<file path="config.mk">
export PLATFORM = sky130hd
export DESIGN_NAME = sboc_rq_square
export DESIGN_NICKNAME = d
export VERILOG_FILES = /design/src/hw/rtl/sphere_box_overlap_classifier_unit_defines.svh /design/src/hw/rtl/sboc_pkg.sv /design/src/hw/rtl/sboc_rq_square.sv
export SDC_FILE = /design/constraint.sdc
export NUM_CORES = 2
export LEC_CHECK = 0
export BUFFER_PORTS_ARGS = -buffer_cell sky130_fd_sc_hd__buf_2
export CAP_MARGIN = 40
export CORE_MARGIN = 2
export CORE_UTILIZATION = 25
export CTS_CLUSTER_DIAMETER = 80
export DETAILED_ROUTE_END_ITERATION = 8
export PLACE_DENSITY_LB_ADDON = 0.25
export REMOVE_ABC_BUFFERS = 1
export SYNTH_ARGS = -nofsm -noshare
export SYNTH_HDL_FRONTEND = slang
export SYNTH_SLANG_ARGS = --single-unit
export TNS_END_PERCENT = 10
</file>
<file path="constraint.sdc">
create_clock -name clk -period 10.98 [get_ports clk]
set_input_delay 0.549 -clock clk [delete_from_list [all_inputs] [get_ports clk]]
set_output_delay 0.549 -clock clk [all_outputs]
set_load 0.03 [all_outputs]
</file>
<file path="src/hw/rtl/sphere_box_overlap_classifier_unit_defines.svh">
// ----------------------------------------------------------------------------
// Sphere/box overlap classifier assertion macros
// Concurrent check helpers for the RTL of the classifier.
// ----------------------------------------------------------------------------
`ifndef SPHERE_BOX_OVERLAP_CLASSIFIER_UNIT_DEFINES_SVH
`define SPHERE_BOX_OVERLAP_CLASSIFIER_UNIT_DEFINES_SVH

// same-cycle implication, disabled during reset
`define SBOC_ASSERT_SAME(label, clk, rst, ante, cons) \
  label: assert property (@(posedge clk) disable iff (rst) (ante) |-> (cons)) \
    else $error("sboc assertion failed");

// next-cycle implication, disabled during reset
`define SBOC_ASSERT_NEXT(label, clk, rst, ante, cons) \
  label: assert property (@(posedge clk) disable iff (rst) (ante) |=> (cons)) \
    else $error("sboc assertion failed");

`endif

</file>
<file path="src/hw/rtl/sboc_pkg.sv">
// ----------------------------------------------------------------------------
// Sphere/box overlap classifier package
// Shared constants, result codes and pipeline control types.
// ----------------------------------------------------------------------------
package sboc_pkg;

  localparam int LOOSE_BITS = 16;
  localparam logic [LOOSE_BITS-1:0] LOOSE_RESET = 16'd4096;
  localparam int LOOSE_FRAC = 12;
  localparam int CMP_SHIFT = 24;
  localparam int OUT_DATA_BITS = 8;

  typedef enum logic [1:0] {
    CLASS_OUTSIDE    = 2'd0,
    CLASS_INTERSECTS = 2'd1,
    CLASS_CONTAINS   = 2'd2
  } overlap_class_t;

  typedef struct packed {
    logic prod;
    logic sum;
  } sq_adv_t;

endpackage

</file>
<file path="src/hw/rtl/sboc_rq_square.sv">
// ----------------------------------------------------------------------------
// Scaled radius squarer
// Two-stage square of the scaled radius: split partial products, then sum.
// ----------------------------------------------------------------------------
module sboc_rq_square #(
  parameter int RQ_W = 39
) (
  input  logic                  clk,
  input  sboc_pkg::sq_adv_t     adv,
  input  logic [RQ_W-1:0]       rq,
  output logic [2*RQ_W-1:0]     rq_sq
);

  localparam int LO_W = RQ_W / 2;
  localparam int HI_W = RQ_W - LO_W;
  localparam int SQ_W = 2 * RQ_W;

  logic [LO_W-1:0]      rq_lo;
  logic [HI_W-1:0]      rq_hi;
  logic [2*LO_W-1:0]    ll_full;
  logic [LO_W+HI_W-1:0] lh_full;
  logic [2*HI_W-1:0]    hh_full;
  logic [2*LO_W-1:0]    pp_ll;
  logic [LO_W+HI_W-1:0] pp_lh;
  logic [2*HI_W-1:0]    pp_hh;

  assign rq_lo   = rq[LO_W-1:0];
  assign rq_hi   = rq[RQ_W-1:LO_W];
  assign ll_full = (2*LO_W)'(rq_lo) * (2*LO_W)'(rq_lo);
  assign lh_full = (LO_W+HI_W)'(rq_lo) * (LO_W+HI_W)'(rq_hi);
  assign hh_full = (2*HI_W)'(rq_hi) * (2*HI_W)'(rq_hi);

  always_ff @(posedge clk) begin
    if (adv.prod) begin
      pp_ll <= ll_full;
      pp_lh <= lh_full;
      pp_hh <= hh_full;
    end
  end

  always_ff @(posedge clk) begin
    if (adv.sum) begin
      rq_sq <= (SQ_W'(pp_hh) << (2 * LO_W)) + (SQ_W'(pp_lh) << (LO_W + 1)) + SQ_W'(pp_ll);
    end
  end

endmodule

</file>
==> flow_summary.json <==
{
  "status": "finished, final reports clean",
  "crit_top_cell": "fa_1",
  "clockRootBuffer": "clkbuf_16",
  "cts_made_buffers": 17,
  "grt_max_degree": 61,
  "grt_pass1_vias": 31600,
  "syn_to_final_growth_pct": 8.815,
  "ys_types": 82,
  "drt-vias-per-instance": 4.320,
  "drt_first_pass_iters": 5,
  "dr_wl_met2_mm": 58.01,
  "final_common_cell": "inv_1",
  "postSynthAreaPerCell_um2": 9.588,
  "tightest_slew_ns": 0.8576,
  "syn_inst": 4394,
  "dr_wl_met3_mm": 3.299,
  "layout-drive-gt1-share": 0.05123,
  "crit_arrival_ns": 8.19,
  "synth-main-ff-cell": "edfxtp_1",
  "place.gp.congestion": 0.8585,
  "hpwl_mm": 93.15,
  "grt_first_pass_wirelength_mm": 185.6,
  "endpoint_kind": "register",
  "grt_use_total": 0.1395,
  "rsz0062_at_grt": "false",
  "ys_seq_area_frac": 0.1369,
  "required_ns": 11.25,
  "crit_type": "primary input to register",
  "clkSlewWorstSetupHoldPaths_ns": 0.07,
  "min_period_over_period": 0.7216,
  "cts_max_level": 4,
  "drt-total-wl_mm": 116.5,
  "final_cell_mix": "inv_1, fa_1, nand2_1",
  "hp-class": "register to register",
  "antenna_left": 0,
  "synth_area_mm2": 0.04213,
  "slew_viol_final": 0,
  "die_x_um": 414.5,
  "critical_path.slowest_cell": "clkinv_1",
  "route.layer.met1.wl_mm": 53.51,
  "setup_viol": 0,
  "rows": 150,
  "cts_tree": "yes",
  "wl_per_cell_um": 17.55,
  "slew_headroom": 0.4282,
  "coreArea_mm2": 0.1672,
  "ios": 120,
  "drv_cap": 0,
  "cts-resized-gates": 0,
  "start_util": 0.2519,
  "fmaxAchievable_mhz": 126.2,
  "antenna_found_initial": 2,
  "fin_crit_ns": 7.923,
  "vias": 28670,
  "cp_top_family": "adder cells",
  "cts_buffer_depth": 2,
  "synth_edf_count": 192,
  "cpPeakStageDelay_ns": 0.68,
  "io_buffers": 118,
  "finalHoldViolCount": 0,
  "clock-sinks": 192,
  "dieArea_mm2": 0.1718,
  "fillers": 17740,
  "drtIter0Drc": 1465,
  "crit_path_max_fanout": 32,
  "skew_ns": 0.02210,
  "async_reset_ff_frac": 0,
  "highest_layer": "met4",
  "cts-hold-fix-buffers": 0,
  "synth-seq-cells": 192,
  "ys.warnings.count": 0,
  "cts_setup_buffers": 0,
  "critPathBufInv": 7,
  "route.detailed.drc": 0,
  "layout.nets": 5733,
  "fin_tns_setup_ns": 0,
  "die_height_um": 414.5,
  "critPathLaunchType": "primary input",
  "clk_latency_ns": 0.53,
  "grt-ovfl-total": 0
}
## synthesized netlist by cell type, drive strengths merged, types with 11 or more instances
master | number | area [µm²]
inv | 1099 | 4125
fa | 833 | 16680
nand2 | 488 | 1832
ha | 440 | 5505
and2 | 263 | 1645
edfxtp | 192 | 5766
nor2 | 156 | 585.6
clkbuf | 154 | 578.1
a21oi | 134 | 696.9
xnor2 | 124 | 1086
a21o | 78 | 585.6
o21ai | 66 | 330.3
xor2 | 65 | 569.3
nand3 | 31 | 155.2
nor2b | 26 | 162.7
o21bai | 22 | 165.2
nand4 | 20 | 125.1
a31oi | 17 | 127.6
and3 | 17 | 106.4
nand2b | 17 | 113.9
nor3 | 14 | 86.34
o21a | 14 | 105.1
a211oi | 12 | 95.09
clkinv | 11 | 41.29
## final cells by class
cell class,count,area [µm²],share of cell area
clock inverter,11,127.6,0.002784
clock buffer,21,440.4,0.009607
multi-input combinational,2930,31570,0.6887
sequential,192,5766,0.1258
inverter,1110,4167,0.09089
tap,2204,2758,0.06016
timing repair buffer,167,1008,0.02200
antenna,1,2.502,0.00005459
## routing by layer
layer,global-route usage,up-vias
li1,-,13340
met1,0.1877,14820
met2,0.2435,431
met3,0.01364,75
met4,0.02651,0
met5,0,-
## registers in the layout, indices dropped and copies added, names as in the netlist
| name | cells |
|---|---|
| pp_ll | 37 |
| rq_sq | 77 |
| pp_hh | 39 |
| pp_lh | 39 |
## stage by stage
| stage | instances | setup WS (ns) | hold WS [ns] | instance area, µm² | util |
|---|---|---|---|---|---|
| CTS | 6635 | 3.052 | 0.4102 | 45840 | 0.2741 |
| finish | 6636 | 3.057 | 0.4216 | 45840 | 0.2741 |
| detailed placement | 6603 | 2.481 | 0.4075 | 45270 | 0.2707 |
| global placement | 6600 | 2.492 | 0.4032 | 45200 | 0.2703 |
| floorplan | 4232 | 4.511 | 0.4003 | 41500 | - |
| global route | 6635 | 2.648 | 0.4266 | 45840 | 0.2741 |
## final timing paths
kind / from / to / slack, ns / depth (start not counted)
min reg2reg: pp_ll[9] / rq_sq[9] / 0.42 / 0
max: rq[10] / pp_ll[34] / 3.06 / 25
min: pp_ll[9] / rq_sq[9] / 0.42 / 0
max reg2reg: pp_lh[0] / rq_sq[76] / 6.84 / 13
## kinds of logic after synthesis
kind of cell	Yosys count	share of synthesized area
other	1	0.00008901
buffers and inverters	1272	0.1137
DFF	192	0.1369
adders and majority gates	1273	0.5265
muxes	3	0.0007722
and+or+nand+nor	1056	0.1184
xor gates and xnor gates	189	0.03929
AOI/OAI and AO/OA	408	0.06442
## worst reg2reg max path, stage by stage, from the launching register on
cell and delay, ns:
edfxtp_1 0.35, ha_1 0.20, inv_1 0.06, fa_1 0.40, nor2b_1 0.17, o31a_1 0.23
o22a_1 0.32, a41oi_2 0.24, o21ai_1 0.40, a311o_1 0.44, a21oi_4 0.13, o31ai_4 0.58
nand4_1 0.20, xnor2_1 0.19
Power is left out: the tool's default activity adds up to more than one toggle a clock period on the data nets, which glitch-free logic cannot reach.
